--- src/rtl/itf_pkg.sv ---
// Package: transfer types, constants and character helpers of the integer formatter.
package itf_pkg;

    localparam int NUM_CELLS = 64;
    localparam int DIG_W     = 6;
    localparam int NDIG_W    = 7;
    localparam int LEN_W     = 8;

    localparam logic [7:0] CH_ZERO  = 8'h30;
    localparam logic [7:0] CH_SPACE = 8'h20;
    localparam logic [7:0] CH_MINUS = 8'h2D;
    localparam logic [7:0] CH_PLUS  = 8'h2B;
    localparam logic [7:0] CH_LO_A  = 8'h61;
    localparam logic [7:0] CH_UP_A  = 8'h41;
    localparam logic [7:0] CH_NUL   = 8'h00;

    localparam int FLAG_ZERO   = 0;
    localparam int FLAG_SIGNED = 1;
    localparam int FLAG_PLUS   = 2;
    localparam int FLAG_SPACE  = 3;
    localparam int FLAG_LEFT   = 4;
    localparam int FLAG_PREFIX = 5;
    localparam int FLAG_UPPER  = 6;

    localparam logic [7:0] RADIX_MIN = 8'd2;
    localparam logic [7:0] RADIX_MAX = 8'd36;
    localparam logic [7:0] RADIX_BIN = 8'd2;
    localparam logic [7:0] RADIX_OCT = 8'd8;
    localparam logic [7:0] RADIX_HEX = 8'd16;

    localparam logic [DIG_W-1:0] DIG_B = 6'd11;
    localparam logic [DIG_W-1:0] DIG_X = 6'd33;

    typedef struct packed {
        logic signed [63:0] value;
        logic [7:0]         radix;
        logic [6:0]         field_width;
        logic [6:0]         min_digits;
        logic [6:0]         format_flags;
    } t_fmt_in;

    typedef struct packed {
        logic [7:0] out_char;
        logic       last_char;
        logic       truncated;
        logic       bad_radix;
    } t_fmt_out;

    // Map a digit value 0..35 to its character: a decimal digit, or a letter from a upward.
    function automatic logic [7:0] digit_char(input logic [DIG_W-1:0] d, input logic upper);
        logic [7:0] base;
        begin
            base = upper ? CH_UP_A : CH_LO_A;
            if (d < 6'd10) begin
                digit_char = CH_ZERO + {2'b00, d};
            end else begin
                digit_char = base + {2'b00, d} - 8'd10;
            end
        end
    endfunction

endpackage

--- src/rtl/integer_to_text_formatter_unit.sv ---
// Top level: printf-style integer to text formatter with a digit-cell converter.
// An item is taken when start is high and busy is low. A radix outside 2..36 gives its single
// error result in the next cycle and the block stays free. Otherwise busy holds while the item
// is converted and sent, at most MAX_OUTPUT characters: the magnitude is fed one bit a cycle, most
// significant first, through the array of 64 base-radix digit cells (double and carry in one
// step), the states ST_SIZE and ST_PLAN plan the field layout, and then one character leaves per
// cycle while no digit waits for the leading one. Before the first digit the cell array shifts
// up until the leading digit reaches the top cell; these shifts run alongside the leading
// spaces, sign, prefix and zeros, and digits wait for them only when those are shorter. Each
// result is on o_result for one cycle under o_strobe, and the receiver cannot stall the block.
module integer_to_text_formatter_unit #(
    parameter int MAX_OUTPUT = 64
) (
    input  logic            i_clk,
    input  logic            i_rst_n,
    input  logic            start,
    output logic            busy,
    input  itf_pkg::t_fmt_in  i_item,
    output logic            o_strobe,
    output itf_pkg::t_fmt_out o_result
);
    import itf_pkg::*;

    localparam logic [LEN_W-1:0] MAX_LEN = LEN_W'(MAX_OUTPUT);

    typedef enum logic [4:0] {
        ST_IDLE = 5'b00001,
        ST_CONV = 5'b00010,
        ST_SIZE = 5'b00100,
        ST_PLAN = 5'b01000,
        ST_EMIT = 5'b10000
    } t_state;

    t_state r_state, n_state;
    logic [5:0]        r_cnt, n_cnt;
    logic [63:0]       r_mag, n_mag;
    logic [DIG_W-1:0]  r_cell [NUM_CELLS];
    logic [DIG_W-1:0]  n_cell [NUM_CELLS];
    logic [NDIG_W-1:0] r_ndig, n_ndig;
    logic [DIG_W-1:0]  r_radix, n_radix;
    logic [DIG_W-1:0]  r_half_up, n_half_up;
    logic [DIG_W-1:0]  r_half_dn, n_half_dn;
    logic              r_odd, n_odd;
    logic              r_upper, n_upper;
    logic              r_zero, n_zero;
    logic              r_left, n_left;
    logic              r_sign_len, n_sign_len;
    logic [7:0]        r_sign_char, n_sign_char;
    logic [1:0]        r_pre_len, n_pre_len;
    logic [7:0]        r_pre_char, n_pre_char;
    logic [6:0]        r_min_dig, n_min_dig;
    logic [6:0]        r_width, n_width;
    logic [6:0]        r_prec, n_prec;
    logic [LEN_W-1:0]  r_content, n_content;
    logic [5:0]        r_norm, n_norm;
    logic [LEN_W-1:0]  r_b1, n_b1;
    logic [LEN_W-1:0]  r_b2, n_b2;
    logic [LEN_W-1:0]  r_b3, n_b3;
    logic [LEN_W-1:0]  r_b5, n_b5;
    logic [LEN_W-1:0]  r_b6, n_b6;
    logic [LEN_W-1:0]  r_total, n_total;
    logic [LEN_W-1:0]  r_pos, n_pos;
    logic              r_out_vld, n_out_vld;
    t_fmt_out          r_out, n_out;

    logic [NUM_CELLS-1:0] gen_v;
    logic [NUM_CELLS-1:0] prp_v;
    logic [NUM_CELLS:0]   csum;
    logic [NUM_CELLS:0]   carry;
    logic [DIG_W-1:0]     cell_conv [NUM_CELLS];
    logic [DIG_W-1:0]     cell_shift [NUM_CELLS];
    logic [DIG_W:0]       dbl [NUM_CELLS];

    logic              bad;
    logic              neg;
    logic [6:0]        flags;
    logic [6:0]        prec_max;
    logic [8:0]        diff;
    logic [LEN_W-1:0]  pad;
    logic [LEN_W-1:0]  lpad;
    logic [LEN_W-1:0]  zpad;
    logic [LEN_W-1:0]  zeros;
    logic [LEN_W-1:0]  pos_inc;
    logic              in_dig;
    logic              emit_ok;
    logic              last;
    logic [7:0]        ch;
    logic [6:0]        half_sum;

    assign busy     = (r_state != ST_IDLE);
    assign o_strobe = r_out_vld;
    assign o_result = r_out;

    // Digit-cell array: double every cell and add the incoming bit with one carry chain.
    always_comb begin
        for (int i = 0; i < NUM_CELLS; i++) begin
            gen_v[i] = (r_cell[i] >= r_half_up);
            prp_v[i] = r_odd && (r_cell[i] == r_half_dn);
        end
        csum = {1'b0, gen_v | prp_v} + {1'b0, gen_v} + {{NUM_CELLS{1'b0}}, r_mag[63]};
        carry[NUM_CELLS-1:0] = csum[NUM_CELLS-1:0] ^ (gen_v | prp_v) ^ gen_v;
        carry[NUM_CELLS]     = csum[NUM_CELLS];
        for (int i = 0; i < NUM_CELLS; i++) begin
            dbl[i] = {r_cell[i], 1'b0} + {{DIG_W{1'b0}}, carry[i]};
            if (carry[i+1]) begin
                cell_conv[i] = DIG_W'(dbl[i] - {1'b0, r_radix});
            end else begin
                cell_conv[i] = dbl[i][DIG_W-1:0];
            end
            if (i == 0) begin
                cell_shift[i] = '0;
            end else begin
                cell_shift[i] = r_cell[i-1];
            end
        end
    end

    always_comb begin
        flags    = i_item.format_flags;
        bad      = (i_item.radix < RADIX_MIN) || (i_item.radix > RADIX_MAX);
        neg      = flags[FLAG_SIGNED] && i_item.value[63];
        half_sum = {1'b0, i_item.radix[5:0]} + 7'd1;

        prec_max = (7'(r_ndig) > r_min_dig) ? 7'(r_ndig) : r_min_dig;

        diff  = {2'b00, r_width} - {1'b0, r_content};
        pad   = diff[8] ? '0 : diff[LEN_W-1:0];
        lpad  = (!r_zero && !r_left) ? pad : '0;
        zpad  = r_zero ? pad : '0;
        zeros = LEN_W'(r_prec - 7'(r_ndig));

        pos_inc = r_pos + 8'd1;
        in_dig  = (r_pos >= r_b5) && (r_pos < r_b6);
        emit_ok = !in_dig || (r_norm == '0);
        last    = (pos_inc == r_total) || (pos_inc == MAX_LEN);

        priority if (r_pos < r_b1) begin
            ch = CH_SPACE;
        end else if (r_pos < r_b2) begin
            ch = r_sign_char;
        end else if (r_pos < r_b3) begin
            ch = (r_pos == r_b2) ? CH_ZERO : r_pre_char;
        end else if (r_pos < r_b5) begin
            ch = CH_ZERO;
        end else if (r_pos < r_b6) begin
            ch = digit_char(r_cell[NUM_CELLS-1], r_upper);
        end else begin
            ch = CH_SPACE;
        end

        n_state     = r_state;
        n_cnt       = r_cnt;
        n_mag       = r_mag;
        n_cell      = r_cell;
        n_ndig      = r_ndig;
        n_radix     = r_radix;
        n_half_up   = r_half_up;
        n_half_dn   = r_half_dn;
        n_odd       = r_odd;
        n_upper     = r_upper;
        n_zero      = r_zero;
        n_left      = r_left;
        n_sign_len  = r_sign_len;
        n_sign_char = r_sign_char;
        n_pre_len   = r_pre_len;
        n_pre_char  = r_pre_char;
        n_min_dig   = r_min_dig;
        n_width     = r_width;
        n_prec      = r_prec;
        n_content   = r_content;
        n_norm      = r_norm;
        n_b1        = r_b1;
        n_b2        = r_b2;
        n_b3        = r_b3;
        n_b5        = r_b5;
        n_b6        = r_b6;
        n_total     = r_total;
        n_pos       = r_pos;
        n_out_vld   = 1'b0;
        n_out       = r_out;

        unique case (r_state)
            ST_IDLE: begin
                if (start) begin
                    if (bad) begin
                        n_out_vld       = 1'b1;
                        n_out.out_char  = CH_NUL;
                        n_out.last_char = 1'b1;
                        n_out.truncated = 1'b0;
                        n_out.bad_radix = 1'b1;
                    end else begin
                        n_state   = ST_CONV;
                        n_cnt     = '0;
                        n_mag     = neg ? (64'd0 - i_item.value) : i_item.value;
                        for (int i = 0; i < NUM_CELLS; i++) begin
                            n_cell[i] = '0;
                        end
                        n_ndig    = NDIG_W'(1);
                        n_radix   = i_item.radix[5:0];
                        n_half_up = half_sum[6:1];
                        n_half_dn = DIG_W'((i_item.radix[5:0] - 6'd1) >> 1);
                        n_odd     = i_item.radix[0];
                        n_upper   = flags[FLAG_UPPER];
                        n_left    = flags[FLAG_LEFT];
                        n_zero    = flags[FLAG_ZERO] && !flags[FLAG_LEFT];
                        n_min_dig = i_item.min_digits;
                        n_width   = i_item.field_width;
                        n_pos     = '0;
                        if (neg) begin
                            n_sign_len  = 1'b1;
                            n_sign_char = CH_MINUS;
                        end else if (flags[FLAG_SIGNED] && flags[FLAG_PLUS]) begin
                            n_sign_len  = 1'b1;
                            n_sign_char = CH_PLUS;
                        end else if (flags[FLAG_SIGNED] && flags[FLAG_SPACE]) begin
                            n_sign_len  = 1'b1;
                            n_sign_char = CH_SPACE;
                        end else begin
                            n_sign_len  = 1'b0;
                            n_sign_char = CH_SPACE;
                        end
                        n_pre_len  = 2'd0;
                        n_pre_char = CH_ZERO;
                        if (flags[FLAG_PREFIX]) begin
                            if (i_item.radix == RADIX_OCT) begin
                                n_pre_len = 2'd1;
                            end else if (i_item.radix == RADIX_BIN) begin
                                n_pre_len  = 2'd2;
                                n_pre_char = digit_char(DIG_B, flags[FLAG_UPPER]);
                            end else if (i_item.radix == RADIX_HEX) begin
                                n_pre_len  = 2'd2;
                                n_pre_char = digit_char(DIG_X, flags[FLAG_UPPER]);
                            end
                        end
                    end
                end
            end
            ST_CONV: begin
                n_cell = cell_conv;
                n_mag  = {r_mag[62:0], 1'b0};
                n_cnt  = r_cnt + 6'd1;
                if (carry[r_ndig]) begin
                    n_ndig = r_ndig + NDIG_W'(1);
                end
                if (&r_cnt) begin
                    n_state = ST_SIZE;
                end
            end
            ST_SIZE: begin
                n_prec    = prec_max;
                n_content = LEN_W'(prec_max) + LEN_W'(r_pre_len) + LEN_W'(r_sign_len);
                n_norm    = 6'(NDIG_W'(NUM_CELLS) - r_ndig);
                n_state   = ST_PLAN;
            end
            ST_PLAN: begin
                n_b1    = lpad;
                n_b2    = lpad + LEN_W'(r_sign_len);
                n_b3    = lpad + LEN_W'(r_sign_len) + LEN_W'(r_pre_len);
                n_b5    = lpad + zpad + LEN_W'(r_sign_len) + LEN_W'(r_pre_len) + zeros;
                n_b6    = lpad + zpad + r_content;
                n_total = pad + r_content;
                n_state = ST_EMIT;
            end
            ST_EMIT: begin
                if ((r_norm != '0) || (emit_ok && in_dig)) begin
                    n_cell = cell_shift;
                end
                if (r_norm != '0) begin
                    n_norm = r_norm - 6'd1;
                end
                if (emit_ok) begin
                    n_out_vld       = 1'b1;
                    n_out.out_char  = ch;
                    n_out.last_char = last;
                    n_out.truncated = last && (r_total > MAX_LEN);
                    n_out.bad_radix = 1'b0;
                    n_pos           = pos_inc;
                    if (last) begin
                        n_state = ST_IDLE;
                    end
                end
            end
            default: begin
                n_state = ST_IDLE;
            end
        endcase
    end

    always_ff @(posedge i_clk) begin
        if (!i_rst_n) begin
            r_state   <= ST_IDLE;
            r_out_vld <= 1'b0;
        end else begin
            r_state   <= n_state;
            r_out_vld <= n_out_vld;
        end
    end

    always_ff @(posedge i_clk) begin
        r_cnt       <= n_cnt;
        r_mag       <= n_mag;
        r_cell      <= n_cell;
        r_ndig      <= n_ndig;
        r_radix     <= n_radix;
        r_half_up   <= n_half_up;
        r_half_dn   <= n_half_dn;
        r_odd       <= n_odd;
        r_upper     <= n_upper;
        r_zero      <= n_zero;
        r_left      <= n_left;
        r_sign_len  <= n_sign_len;
        r_sign_char <= n_sign_char;
        r_pre_len   <= n_pre_len;
        r_pre_char  <= n_pre_char;
        r_min_dig   <= n_min_dig;
        r_width     <= n_width;
        r_prec      <= n_prec;
        r_content   <= n_content;
        r_norm      <= n_norm;
        r_b1        <= n_b1;
        r_b2        <= n_b2;
        r_b3        <= n_b3;
        r_b5        <= n_b5;
        r_b6        <= n_b6;
        r_total     <= n_total;
        r_pos       <= n_pos;
        r_out       <= n_out;
    end

endmodule
--- config.mk ---
export PLATFORM = sky130hd
export DESIGN_NAME = integer_to_text_formatter_unit
export DESIGN_NICKNAME = d
export VERILOG_FILES = /design/src/rtl/itf_pkg.sv /design/src/rtl/integer_to_text_formatter_unit.sv
export SDC_FILE = /design/constraint.sdc
export NUM_CORES = 2
export LEC_CHECK = 0
export BUFFER_PORTS_ARGS = -buffer_cell sky130_fd_sc_hd__buf_2
export CORE_MARGIN = 1.5
export CORE_UTILIZATION = 40
export DETAILED_ROUTE_END_ITERATION = 10
export SYNTH_ARGS = -nofsm -noshare
export SYNTH_HDL_FRONTEND = slang
export SYNTH_SLANG_ARGS = --single-unit
--- constraint.sdc ---
create_clock -name i_clk -period 30.3 [get_ports i_clk]
set_clock_uncertainty 0.15 [all_clocks]
set_input_delay 1.515 -clock i_clk [delete_from_list [all_inputs] [get_ports i_clk]]
set_output_delay 1.515 -clock i_clk [all_outputs]
set_load 0.01 [all_outputs]
==> results.txt <==
post-CTS sizing - 0
final hold vios - 0
Total Neg Setup Slack - 0 ns
# IOs - 109
FP Rows - 141
share of the synthesized area in the top cell type - 0.300
syn_nets - 7410
max-slew violations - 0
post-CTS setup buffer count - 0
Mapped Avg Cell Area - 9.23 um^2
Worst-Skew Late Latency - 0.72 ns
WL met1 - 82.2 mm
root buf cell - clkbuf_16
DRC Markers - 0
Data required, critical path - 30.57 ns
post-synth cell types - 99
Setup-failing EPs final - 0
met3 wire length - 11.5 mm
Die H - 388 um
CP Class - flip-flop to flip-flop
antenna viol nets, final - 0
Syn Inst Count - 6420
CP Max Fanout - 35
crit path DAT - 8.30 ns
Reg area - 17900 um^2
core area - 147000 um^2
unrepaired setup endpoints after global routing - false
Core Util, Final - 0.437
multi-input logic area - 39100 um^2
max FFs per register - 378
ys flop type - edfxtp_1
Least-Margin Pin Slew - 1.45 ns
Initial DRC Count - 4163
hpwl dp - 126 mm
Yosys top cell by area - edfxtp_1
Yosys reg bits - 599
vias in the first global route - 48407
CP max stage cell - a21oi_1
die area - 150000 um^2
Avg WL per Cell - 22.1 um
nets - 7444
Initial Util - 0.402
number of fill cells - 14348
largest net degree at the start of global routing - 147
Max Cap Viol - 0
total track usage - 0.244
Yosys warnings - 0
fin crit share - 0.265
EDFF count, synth - 593
CP max stage delay - 0.80 ns
Clock Pin Slew Worst Setup and Hold Paths - 0.06 ns
DR top layer - met5
layout cells sized above 1 - 0.0627
vias post-DR - 48970
Port Buf Inserts - 108
Vias/cell - 5.80
power per cell area - 100 nW/um^2
wire length on met2 - 86.9 mm
CTS Buf Count - 77
total gr overflow - 0
initial antenna violation count - 4
run status - finished clean
Final Wtd Congestion - 0.908
CTS tree - yes
worst hold path class - flip-flop to flip-flop
Syn Std Cell Area - 59300 um^2
maximum resistive drop on vdd - 0.135 mV
first-pass GRT wire length - 289 mm
CTS hold repair buffers - 0
fmax - 125 MHz
Pre-Repair DR Iteration Count - 5
Max-slew headroom - 0.0228
Layout area overhead - 8.80%
fin crit period - 8.02 ns
Max H-tree Level - 3
Clock Sink Count - 599
final WL - 187 mm
sequential fraction of the synthesis area - 0.303
Die X - 388 um
ys async rst share - 0
crit end category - flip-flop
Max clock buf depth - 3
Pleak - 26.5 nW
Worst setup SP type - flip-flop
synth top area cells - edfxtp_1, ha_1, xor2_1
layout by cell type, fill, tap and decap left out, types with 108 or more instances in the layout:
cell	synthesis	final
ha_1	813	813
o21ai_0	614	614
nand2_1	606	606
edfxtp_1	593	593
a21oi_1	481	481
xor2_1	399	399
xnor2_1	386	386
nor2_1	378	377
inv_1	320	310
a21o_1	238	238
nand2b_1	135	135
buf_2	17	108
final timing paths:
kind / start / endpoint / slack, ns / cells after the start
worst max register to register: r_half_up[2] / cell_shift[221] / 22.28 / 28
worst min register to register: r_mag[9] / r_mag[10] / 0.37 / 2
worst max-delay path: r_half_up[2] / cell_shift[221] / 22.28 / 28
worst min-delay path: r_mag[9] / r_mag[10] / 0.37 / 2
logic make-up (layout without fill, tap and decap cells):
group	count (synthesis)	in the layout	share of synthesized area
buf+inv	569	658	0.0391
flops	599	599	0.303
mux	91	91	0.0164
simple gates	1708	1708	0.143
xor+xnor	785	785	0.116
fa+ha+maj	894	894	0.199
compound gates	1774	1774	0.184
other cells	0	5	0
power by group:
part	switching [mW]	internal [mW]	total, mW
clock	0.409	0.548	0.957
sequential	0.512	1.41	1.92
combinational	2.12	1.47	3.59
total	3.04	3.42	6.46
worst max-delay path, delay by kind of cell, from the launching register on:
family	cells	cell delay [ns]
simple gates	10	1.78
compound gates	10	2.81
flops	1	0.41
fa+ha+maj	3	0.88
buf+inv	3	1.32
xor+xnor	2	0.29
cells in the mapped netlist, types with 11 or more instances:
library cell and count:
o211ai_1 34, nor4_1 77, nand4_1 46, o21ai_1 12, nand2b_1 135, and2_1 25, o21bai_1 29, xor2_1 399
nand4b_1 47, a21oi_1 481, buf_1 11, o21a_1 33, mux2_2 21, or3_1 21, or2_2 14, nor3_1 50
a221o_1 14, buf_6 17, clkbuf_1 181, nand3_1 61, nor2_1 378, a211oi_1 16, o31ai_1 24, a2111oi_0 18
a31oi_1 30, edfxtp_1 593, a31o_2 11, a221oi_1 17, or4_1 22, buf_2 17, fa_1 81, nand3b_1 11
and3_1 51, o21ai_0 614, nand2_1 606, nor2b_1 107, a21o_1 238, mux2i_1 67, nor4b_1 16, ha_1 813
nor3b_1 11, xnor2_1 386, inv_1 320, a22o_1 45, o22ai_1 35
routing by layer:
metal	global-route usage	vias to the layer above
li1	-	23405
met1	0.324	23684
met2	0.404	1537
met3	0.0314	340
met4	0.0879	4
met5	0	-
per-stage QoR:
stage | hold slack, ns | setup slack [ns] | power, mW | instance area, um^2 | cells
floorplan | 0.324 | 7.16 | 4.83 | 59300 | 6420
global placement | 0.355 | 22.52 | 5.37 | 61900 | 8305
detailed placement | 0.362 | 22.45 | 5.46 | 61900 | 8305
CTS | 0.376 | 22.40 | 6.44 | 64500 | 8439
global route | 0.400 | 21.70 | 6.99 | 64500 | 8441
finish | 0.374 | 22.28 | 6.46 | 64500 | 8444
final cells by class:
| type | count | share of cell area |
|---|---|---|
| inverter | 335 | 0.0199 |
| tap | 1930 | 0.0375 |
| clock buffer | 94 | 0.0315 |
| timing repair buffer | 189 | 0.0192 |
| sequential | 599 | 0.278 |
| clock inverter | 40 | 0.00776 |
| multi-input combinational | 5252 | 0.606 |
| antenna | 5 | 0.000194 |
(Power assumes the default switching activity.)
